## config.mk

```make
export PLATFORM = sky130hd
export DESIGN_NAME = chunk_peak_agc_flat
export DESIGN_NICKNAME = d
export VERILOG_FILES = /design/src/cpagc_pkg.sv /design/src/cpagc_chan_if.sv /design/src/chunk_peak_agc.sv /design/src/flat_wrapper.sv
export SDC_FILE = /design/constraint.sdc
export NUM_CORES = 2
export LEC_CHECK = 0
export ABC_AREA = 1
export BUFFER_PORTS_ARGS = -buffer_cell sky130_fd_sc_hd__buf_2
export CORE_ASPECT_RATIO = 2
export CORE_MARGIN = 2
export CORE_UTILIZATION = 55
export CTS_CLUSTER_SIZE = 14
export DETAILED_ROUTE_END_ITERATION = 8
export GPL_TIMING_DRIVEN = 0
export PLACE_DENSITY = 0.71
export SKIP_LAST_GASP = 1
export SYNTH_ARGS = -nofsm -noshare
export SYNTH_HDL_FRONTEND = slang
export SYNTH_SLANG_ARGS = --single-unit
export TNS_END_PERCENT = 50
```

## constraint.sdc

```tcl
create_clock -name clk -period 6.1 [get_ports clk]
set_input_delay 1.22 -clock clk [delete_from_list [all_inputs] [get_ports clk]]
set_output_delay 1.22 -clock clk [all_outputs]
set_load 0.05 [all_outputs]
```

## src/cpagc_pkg.sv

```systemverilog
package cpagc_pkg;

	localparam int unsigned PCM_W   = 16;
	localparam int unsigned GAIN_W  = 23;
	localparam int unsigned COEF_W  = 17;
	localparam int unsigned PEAK_W  = 16;
	localparam int unsigned CFG_W   = 23;
	localparam int unsigned CIDX_W  = 3;
	localparam int unsigned QUO_W   = 31;
	localparam int unsigned PROD_W  = GAIN_W + COEF_W;

	localparam logic [15:0]       TARGET_RST  = 16'd29491;
	localparam logic [GAIN_W-1:0] CEIL_RST    = 23'd4194304;
	localparam logic [GAIN_W-1:0] FLOOR_RST   = 23'd16384;
	localparam logic [COEF_W-1:0] ATTACK_RST  = 17'd32768;
	localparam logic [COEF_W-1:0] RELEASE_RST = 17'd3277;
	localparam logic [15:0]       QUIET_RST   = 16'd98;
	localparam logic [GAIN_W-1:0] UNITY_GAIN  = 23'd65536;

	typedef enum logic [CIDX_W-1:0] {
		CFG_TARGET  = 3'd0,
		CFG_CEIL    = 3'd1,
		CFG_FLOOR   = 3'd2,
		CFG_ATTACK  = 3'd3,
		CFG_RELEASE = 3'd4,
		CFG_QUIET   = 3'd5
	} cfg_reg_t;

	typedef enum logic [3:0] {
		S_FILL,
		S_DIV,
		S_DES,
		S_SMUL,
		S_STEP,
		S_CLAMP,
		S_RD,
		S_RMUL,
		S_EMIT
	} state_t;

	typedef struct packed {
		logic signed [PCM_W-1:0] pcm_in;
		logic                    chunk_end;
	} in_item_t;

	typedef struct packed {
		logic signed [PCM_W-1:0] pcm_out;
		logic                    run_end;
		logic [PEAK_W-1:0]       input_peak;
		logic [GAIN_W-1:0]       gain_used;
		logic [PEAK_W-1:0]       output_peak;
	} out_item_t;

endpackage

```

## src/cpagc_chan_if.sv

```systemverilog
interface cpagc_chan_if #(parameter type item_t = logic);

	logic  valid;
	logic  ready;
	item_t data;

	modport source (output valid, output data, input ready);
	modport sink (input valid, input data, output ready);

endinterface

```

## src/chunk_peak_agc.sv

```systemverilog
// Chunk peak AGC. Samples are taken one per cycle into a CHUNK_DEPTH-entry buffer while the
// input peak is tracked; the chunk closes on chunk_end or when the buffer is full, and no
// sample is taken until every scaled result of that chunk has been handed to the output
// register. Closing runs a restoring divide (target / peak) in S_DIV and then the gain update
// in S_DES, S_SMUL and S_STEP; when the peak is at or below quiet_threshold both are skipped and
// only the final clamp in S_CLAMP remains. Replay then steps each sample through S_RD, S_RMUL and
// S_EMIT, paced by the single buffer read port and the one shared 23x17 multiplier that serves
// both the gain step and the sample scaling. Gain is unsigned Q7.16 and resets to unity;
// configuration registers must be written while the block is idle.
module chunk_peak_agc #(
	parameter int unsigned CHUNK_DEPTH = 64
) (
	input  logic                            clk,
	input  logic                            arst_n,
	input  logic                            cfg_we,
	input  logic [cpagc_pkg::CIDX_W-1:0]    cfg_idx,
	input  logic [cpagc_pkg::CFG_W-1:0]     cfg_data,
	cpagc_chan_if.sink                      samples,
	cpagc_chan_if.source                    results
);

	localparam int unsigned AW = (CHUNK_DEPTH > 1) ? $clog2(CHUNK_DEPTH) : 1;
	localparam int unsigned FW = $clog2(CHUNK_DEPTH + 1);
	localparam int unsigned GW = cpagc_pkg::GAIN_W;
	localparam int unsigned CW = cpagc_pkg::COEF_W;
	localparam int unsigned PW = cpagc_pkg::PROD_W;
	localparam int unsigned QW = cpagc_pkg::QUO_W;

	cpagc_pkg::state_t state_q, state_nxt;

	logic [15:0]   target_q;
	logic [GW-1:0] ceil_q;
	logic [GW-1:0] floor_q;
	logic [CW-1:0] attack_q;
	logic [CW-1:0] release_q;
	logic [15:0]   quiet_q;

	logic [15:0]   mem [CHUNK_DEPTH];
	logic [15:0]   rd_q;

	logic [FW-1:0] fill_q;
	logic [FW-1:0] n_q;
	logic [FW-1:0] k_q;
	logic [15:0]   peak_q;
	logic [GW-1:0] gain_q;

	logic [15:0]   div_rem_q;
	logic [QW-1:0] div_quo_q;
	logic [4:0]    div_cnt_q;

	logic          dir_neg_q;
	logic [GW-1:0] dmag_q;
	logic [CW-1:0] coeff_q;
	logic [PW-1:0] prod_q;
	logic signed [GW+2:0] adj_q;

	logic [15:0]   out_peak_q;
	logic          out_valid_q;
	cpagc_pkg::out_item_t out_q;

	logic [16:0]   in_mag;
	logic [15:0]   peak_nxt;
	logic [FW-1:0] fill_nxt;
	logic          take;
	logic          closing;

	logic [16:0]   trial;
	logic          trial_ge;

	logic [31:0]   want_ext;
	logic [GW-1:0] desired;

	logic [23:0]   step_amt;
	logic signed [GW+2:0] lo_s;
	logic signed [GW+2:0] hi_s;
	logic [GW-1:0] clamped;

	logic [16:0]   rd_mag;
	logic [GW-1:0] mul_a;
	logic [CW-1:0] mul_b;
	logic          use_step_mul;

	logic [23:0]   scaled;
	logic [16:0]   omag;
	logic [15:0]   res_pcm;
	logic [15:0]   peak_with_last;
	logic          slot_free;
	logic          emit;
	logic          last_k;

	// input side
	assign in_mag   = samples.data.pcm_in[15] ? (17'h10000 - {1'b0, samples.data.pcm_in})
	                                          : {1'b0, samples.data.pcm_in};
	assign peak_nxt = (in_mag[15:0] > peak_q) ? in_mag[15:0] : peak_q;
	assign fill_nxt = fill_q + 1'b1;
	assign take     = samples.valid && samples.ready;
	assign closing  = samples.data.chunk_end || (fill_nxt == FW'(CHUNK_DEPTH));

	// divider step
	assign trial    = {div_rem_q, div_quo_q[QW-1]};
	assign trial_ge = trial >= {1'b0, peak_q};

	// desired gain clamp
	assign want_ext = {1'b0, div_quo_q};
	always_comb begin
		if (want_ext < {9'd0, floor_q}) begin
			desired = floor_q;
		end else if (want_ext > {9'd0, ceil_q}) begin
			desired = ceil_q;
		end else begin
			desired = want_ext[GW-1:0];
		end
	end

	// final gain clamp
	assign step_amt = prod_q[PW-1:16];
	assign lo_s     = $signed({3'd0, floor_q});
	assign hi_s     = $signed({3'd0, ceil_q});
	always_comb begin
		if (adj_q < lo_s) begin
			clamped = floor_q;
		end else if (adj_q > hi_s) begin
			clamped = ceil_q;
		end else begin
			clamped = adj_q[GW-1:0];
		end
	end

	// shared multiplier operands
	assign rd_mag = rd_q[15] ? (17'h10000 - {1'b0, rd_q}) : {1'b0, rd_q};
	assign mul_a  = use_step_mul ? dmag_q : gain_q;
	assign mul_b  = use_step_mul ? coeff_q : rd_mag;

	// saturation
	assign scaled = prod_q[PW-1:16];
	always_comb begin
		if (rd_q[15]) begin
			omag    = (scaled > 24'd32768) ? 17'd32768 : scaled[16:0];
			res_pcm = 16'(17'h10000 - omag);
		end else begin
			omag    = (scaled > 24'd32767) ? 17'd32767 : scaled[16:0];
			res_pcm = omag[15:0];
		end
	end
	assign peak_with_last = (omag[15:0] > out_peak_q) ? omag[15:0] : out_peak_q;
	assign slot_free      = !out_valid_q || results.ready;
	assign last_k         = (k_q + 1'b1) == n_q;

	// next state
	always_comb begin
		state_nxt = state_q;
		case (state_q)
			cpagc_pkg::S_FILL: begin
				if (take && closing) begin
					state_nxt = (peak_nxt > quiet_q) ? cpagc_pkg::S_DIV : cpagc_pkg::S_CLAMP;
				end
			end
			cpagc_pkg::S_DIV: begin
				if (div_cnt_q == 5'(QW - 1)) begin
					state_nxt = cpagc_pkg::S_DES;
				end
			end
			cpagc_pkg::S_DES:   state_nxt = cpagc_pkg::S_SMUL;
			cpagc_pkg::S_SMUL:  state_nxt = cpagc_pkg::S_STEP;
			cpagc_pkg::S_STEP:  state_nxt = cpagc_pkg::S_CLAMP;
			cpagc_pkg::S_CLAMP: state_nxt = cpagc_pkg::S_RD;
			cpagc_pkg::S_RD:    state_nxt = cpagc_pkg::S_RMUL;
			cpagc_pkg::S_RMUL:  state_nxt = cpagc_pkg::S_EMIT;
			cpagc_pkg::S_EMIT: begin
				if (slot_free) begin
					state_nxt = last_k ? cpagc_pkg::S_FILL : cpagc_pkg::S_RD;
				end
			end
			default: state_nxt = cpagc_pkg::S_FILL;
		endcase
	end

	// state outputs
	always_comb begin
		samples.ready = 1'b0;
		use_step_mul  = 1'b0;
		emit          = 1'b0;
		case (state_q)
			cpagc_pkg::S_FILL: samples.ready = 1'b1;
			cpagc_pkg::S_SMUL: use_step_mul  = 1'b1;
			cpagc_pkg::S_EMIT: emit          = slot_free;
			default: begin
				samples.ready = 1'b0;
			end
		endcase
	end

	assign results.valid = out_valid_q;
	assign results.data  = out_q;

	always_ff @(posedge clk or negedge arst_n) begin
		if (!arst_n) begin
			state_q <= cpagc_pkg::S_FILL;
		end else begin
			state_q <= state_nxt;
		end
	end

	// configuration
	always_ff @(posedge clk or negedge arst_n) begin
		if (!arst_n) begin
			target_q  <= cpagc_pkg::TARGET_RST;
			ceil_q    <= cpagc_pkg::CEIL_RST;
			floor_q   <= cpagc_pkg::FLOOR_RST;
			attack_q  <= cpagc_pkg::ATTACK_RST;
			release_q <= cpagc_pkg::RELEASE_RST;
			quiet_q   <= cpagc_pkg::QUIET_RST;
		end else if (cfg_we) begin
			case (cfg_idx)
				cpagc_pkg::CFG_TARGET:  target_q  <= cfg_data[15:0];
				cpagc_pkg::CFG_CEIL:    ceil_q    <= cfg_data[GW-1:0];
				cpagc_pkg::CFG_FLOOR:   floor_q   <= cfg_data[GW-1:0];
				cpagc_pkg::CFG_ATTACK:  attack_q  <= cfg_data[CW-1:0];
				cpagc_pkg::CFG_RELEASE: release_q <= cfg_data[CW-1:0];
				cpagc_pkg::CFG_QUIET:   quiet_q   <= cfg_data[15:0];
				default: begin
					quiet_q <= quiet_q;
				end
			endcase
		end
	end

	// chunk buffer
	always_ff @(posedge clk) begin
		if (take) begin
			mem[fill_q[AW-1:0]] <= samples.data.pcm_in;
		end
		rd_q <= mem[k_q[AW-1:0]];
	end

	// chunk control
	always_ff @(posedge clk or negedge arst_n) begin
		if (!arst_n) begin
			fill_q     <= '0;
			n_q        <= '0;
			k_q        <= '0;
			peak_q     <= '0;
			gain_q     <= cpagc_pkg::UNITY_GAIN;
			out_peak_q <= '0;
			out_valid_q <= 1'b0;
		end else begin
			if (take) begin
				fill_q <= fill_nxt;
				peak_q <= peak_nxt;
				n_q    <= fill_nxt;
			end
			if (state_q == cpagc_pkg::S_CLAMP) begin
				gain_q     <= clamped;
				k_q        <= '0;
				out_peak_q <= '0;
			end
			if (emit) begin
				out_valid_q <= 1'b1;
				out_peak_q  <= peak_with_last;
				if (last_k) begin
					fill_q <= '0;
					peak_q <= '0;
					k_q    <= '0;
				end else begin
					k_q <= k_q + 1'b1;
				end
			end else if (results.ready) begin
				out_valid_q <= 1'b0;
			end
		end
	end

	// gain datapath
	always_ff @(posedge clk) begin
		if (take && closing) begin
			div_rem_q <= '0;
			div_quo_q <= {target_q, 15'd0};
			div_cnt_q <= '0;
			adj_q     <= $signed({3'd0, gain_q});
		end
		if (state_q == cpagc_pkg::S_DIV) begin
			div_rem_q <= trial_ge ? 16'(trial - {1'b0, peak_q}) : trial[15:0];
			div_quo_q <= {div_quo_q[QW-2:0], trial_ge};
			div_cnt_q <= div_cnt_q + 1'b1;
		end
		if (state_q == cpagc_pkg::S_DES) begin
			dir_neg_q <= desired < gain_q;
			dmag_q    <= (desired < gain_q) ? (gain_q - desired) : (desired - gain_q);
			coeff_q   <= (desired < gain_q) ? attack_q : release_q;
		end
		if (state_q == cpagc_pkg::S_SMUL || state_q == cpagc_pkg::S_RMUL) begin
			prod_q <= {{CW{1'b0}}, mul_a} * {{GW{1'b0}}, mul_b};
		end
		if (state_q == cpagc_pkg::S_STEP) begin
			adj_q <= dir_neg_q ? ($signed({3'd0, gain_q}) - $signed({2'd0, step_amt}))
			                   : ($signed({3'd0, gain_q}) + $signed({2'd0, step_amt}));
		end
	end

	// result register
	always_ff @(posedge clk) begin
		if (emit) begin
			out_q.pcm_out     <= res_pcm;
			out_q.run_end     <= last_k;
			out_q.input_peak  <= last_k ? peak_q : 16'd0;
			out_q.gain_used   <= gain_q;
			out_q.output_peak <= last_k ? peak_with_last : 16'd0;
		end
	end

endmodule

```

## src/flat_wrapper.sv

```systemverilog
// flat-port wrapper written by rule: the top's interface ports become plain ports
module chunk_peak_agc_flat 
#(
	parameter int unsigned CHUNK_DEPTH = 64
)
  (clk, arst_n, cfg_we, cfg_idx, cfg_data, samples_valid, samples_data, samples_ready, results_valid, results_data, results_ready);
  cpagc_chan_if #(.item_t(cpagc_pkg::in_item_t)) samples_i ();
  cpagc_chan_if #(.item_t(cpagc_pkg::out_item_t)) results_i ();
  input  logic clk;
  input  logic arst_n;
  input  logic cfg_we;
  input  logic [cpagc_pkg::CIDX_W-1:0] cfg_idx;
  input  logic [cpagc_pkg::CFG_W-1:0] cfg_data;
  input wire logic [$bits(samples_i.valid)-1:0] samples_valid;
  input wire logic [$bits(samples_i.data)-1:0] samples_data;
  output wire logic [$bits(samples_i.ready)-1:0] samples_ready;
  output wire logic [$bits(results_i.valid)-1:0] results_valid;
  output wire logic [$bits(results_i.data)-1:0] results_data;
  input wire logic [$bits(results_i.ready)-1:0] results_ready;
  assign samples_i.valid = samples_valid;
  assign samples_i.data = samples_data;
  assign samples_ready = samples_i.ready;
  assign results_valid = results_i.valid;
  assign results_data = results_i.data;
  assign results_i.ready = results_ready;
  chunk_peak_agc #(.CHUNK_DEPTH(CHUNK_DEPTH)) u_core (.clk(clk), .arst_n(arst_n), .cfg_we(cfg_we), .cfg_idx(cfg_idx), .cfg_data(cfg_data), .samples(samples_i), .results(results_i));
endmodule
```

==> reports/qor.yml <==
drt:
  post-route-drc-count: 0
  vias_per_cell: 6.13
  ant_nets: 0
  wl_per_cell_um: 26.7
  drtPass1Iterations: 9
  vias: 68600
  routed_wl_um: 298000
  drt_iter0_drc: 9681
grt:
  grt_pass1_vias: 65900
  grt_max_degree: 116
  grt-ovfl-total: 0
  grt_pass1_wl_um: 432000
  antenna_found_initial: 14
  grt_use_total: 0.385
timing:
  tightest_slew_ns: 1.46
  period_share: 1.10
  layout_setup_ws_ns: -0.602
  setup-tns-final_ns: -11.10
  hold_violations: 0
  slew_viol_final: 0
  fmax_ghz: 0.149
  setup_violations: 24
  fin_crit_ns: 6.70
  holdWs_ns: 0.436
  grt_setup_unrepaired: "true"
  worst_clock_skew_ns: 0.0772
  max_slew_margin: 0.0257
die:
  die_area_um2: 153000
  io_pins: 122
  die_h_um: 552
  die_x_um: 278
  core_um2: 149000
  start_util: 0.552
  std_cell_rows: 201
status:
  status: "complete, but fails checks"
  violations: "setup timing"
setup_path:
  critPathLaunchType: "flip-flop"
  endpoint_kind: "flip-flop"
  cp_max_fo: 8
  cp_slowest_stage_delay_ns: 0.54
  reg2reg_slack_ns: -0.60
  crit_path_top_delay_cell: "fa_1"
  critical_path_class: "flip-flop to flip-flop"
  crit_path_frequent_cell: "fa_1"
  worst_r2r_path_depth: 31
  cp.required_ns: 6.63
  worstPathArrival_ns: 7.23
clock_tree:
  cts_buffers: 142
  cts_tree: "done"
  clock-root-buffer: "clkbuf_16"
  cts.sinks: 1448
  worstSkewPairLatency_ns: 0.83
  htreeDepth: 4
  cts.path.max_buffers: 4
  cts.clk_slew.worst_paths_ns: 0.07
synth:
  postSynthAreaPerCell_um2: 9.48
  synth_cells: 8705
  synthArstFlopShare: 0.133
  ys_seq_elements: 1448
  synth_edf_count: 1239
  syn_area_um2: 82500
  synth-main-ff-cell: "edfxtp_1"
  synth_seq_area_share: 0.514
  syn_nets: 9434
  synth.distinct_cells: 55
  synth-warning-count: 0
placed_design:
  port_buffers: 121
  placed_cells: 10800
  dp_hpwl_um: 217000
  place_congestion: 1.01
worst_hold_path:
  hp-class: "input port to async pin"
finish:
  drive_gt1_frac: 0.117
  final-instance-count-excl-fill: 11200
  fin_nets: 9918
  multi_input_area_um2: 36300
  area.sequential_um2: 42400
  nFillCells: 12400
  synthToLayoutAreaGrowth_pct: 14.2
job:
  cap_viol_max_count: 0
[routing by layer]
| metal | up-vias | wire (µm) | GRT usage |
|---|---|---|---|
| met5 | - | 68 | 0 |
| met4 | 10 | 20700 | 0.221 |
| met3 | 937 | 34000 | 0.0809 |
| met2 | 4580 | 133000 | 0.599 |
| met1 | 32800 | 110000 | 0.505 |
| li1 | 30200 | - | - |
[path summary, 6_finish.rpt]
check,startpoint,end
min in group clk,u_core.attack_q[12],u_core.attack_q[12]
worst min-delay path,arst_n,u_core.floor_q[20]
worst max-delay path,u_core.state_q[3],u_core.prod_q[34]
worst max register to register,u_core.state_q[3],u_core.prod_q[34]
max in group asynchronous,arst_n,u_core.out_peak_q[9]
worst min register to register,u_core.attack_q[12],u_core.attack_q[12]
[logic make-up (layout without fill, tap and decap cells)]
family / Yosys count / in the layout / synth area share
AOI/OAI and AO/OA: 1737 / 1737 / 0.114
adders and majority gates: 681 / 681 / 0.132
other: 0 / 2 / 0
xor gates and xnor gates: 87 / 87 / 0.00933
DFF: 1448 / 1448 / 0.514
buffers and inverters: 1355 / 1913 / 0.0652
and+or+nand+nor: 3397 / 3397 / 0.166
[cells in the final DEF (no fill, tap or decap), types with 251 or more instances in the layout]
cell,instances
nand2_1,1721
inv_1,881
o21ai_0,929
o22ai_1,255
nor2_1,984
clkbuf_1,251
edfxtp_1,1239
fa_1,309
ha_1,342
nand3_1,333
a21oi_1,315
[flip-flops by register name, indices dropped and copies added (netlist names), 23 cells and up]
| name | cells |
|---|---|
| u_core.adj_q | 26 |
| u_core.ceil_q | 23 |
| u_core.div_quo_q | 31 |
| u_core.dmag_q | 23 |
| u_core.floor_q | 23 |
| u_core.gain_q | 23 |
| u_core.mem | 1024 |
| u_core.prod_q | 24 |
| u_core.results.data | 72 |
[cell usage after synthesis, drive strengths merged (7+ instances only)]
| cell type | n | area share |
|---|---|---|
| nand2 | 1785 | 0.081 |
| edfxtp | 1239 | 0.45 |
| nor2 | 1076 | 0.049 |
| o21ai | 1034 | 0.064 |
| inv | 943 | 0.043 |
| ha | 364 | 0.055 |
| nand3 | 351 | 0.022 |
| a21oi | 337 | 0.020 |
| fa | 317 | 0.077 |
| o22ai | 255 | 0.019 |
| clkbuf | 237 | 0.011 |
| buf | 171 | 0.011 |
| dfrtp | 170 | 0.052 |
| nand4 | 83 | 0.0064 |
| xor2 | 68 | 0.0073 |
| nor3 | 66 | 0.0042 |
| o211ai | 25 | 0.0023 |
| dfstp | 23 | 0.0073 |
| o21a | 21 | 0.0019 |
| a21o | 19 | 0.0017 |
| xnor2 | 19 | 0.0020 |
| dfxtp | 16 | 0.0039 |
| or2 | 13 | 0.00099 |
| a31oi | 11 | 0.00091 |
| o21bai | 11 | 0.0010 |
| nand3b | 9 | 0.00082 |
| nor4 | 7 | 0.00053 |
| o221ai | 7 | 0.00074 |
| o41ai | 7 | 0.00074 |
[metrics by stage]
step                      worst slack [ns]   util  area, µm²
after floorplan                    -0.0121      -      82500
after global placement               -1.72  0.573      85600
after detailed placement             -1.76  0.583      87100
after CTS                           -0.480  0.626      93600
after global routing                -0.772  0.630      94200
final                               -0.602  0.630      94200
[area by class of cell]
type,count,share of cell area
clock inverters,44,0.00363
diodes,2,0.0000531
multi-input cells,5902,0.386
well taps,1928,0.0256
clock buffers,174,0.0401
flip-flops and latches,1448,0.450
plain buffers,406,0.0225
inverters,947,0.0383
repair buffers,342,0.0337
[what timing repair did]
action                                  4_1_cts  5_1_grt
endpoints found under the setup margin       24       24
pin swaps                                   113       80
gates resized for setup                     386       97
setup buffers                               109       29
cloned                                        2        2
hold buffers                                  0        0
[worst max-delay path, delay by kind of cell, from the launching register on]
family / cells / cell delay, ns
buffers and inverters: 10 / 1.16
adder cells (fa/ha/maj): 7 / 3.29
AND/OR/NAND/NOR: 13 / 1.30
AO/OA/AOI/OAI: 1 / 0.29
flip-flops: 1 / 0.39
Power is not shown: default switching activity piles up to over one toggle a cycle in this logic, so the estimate is an artifact.
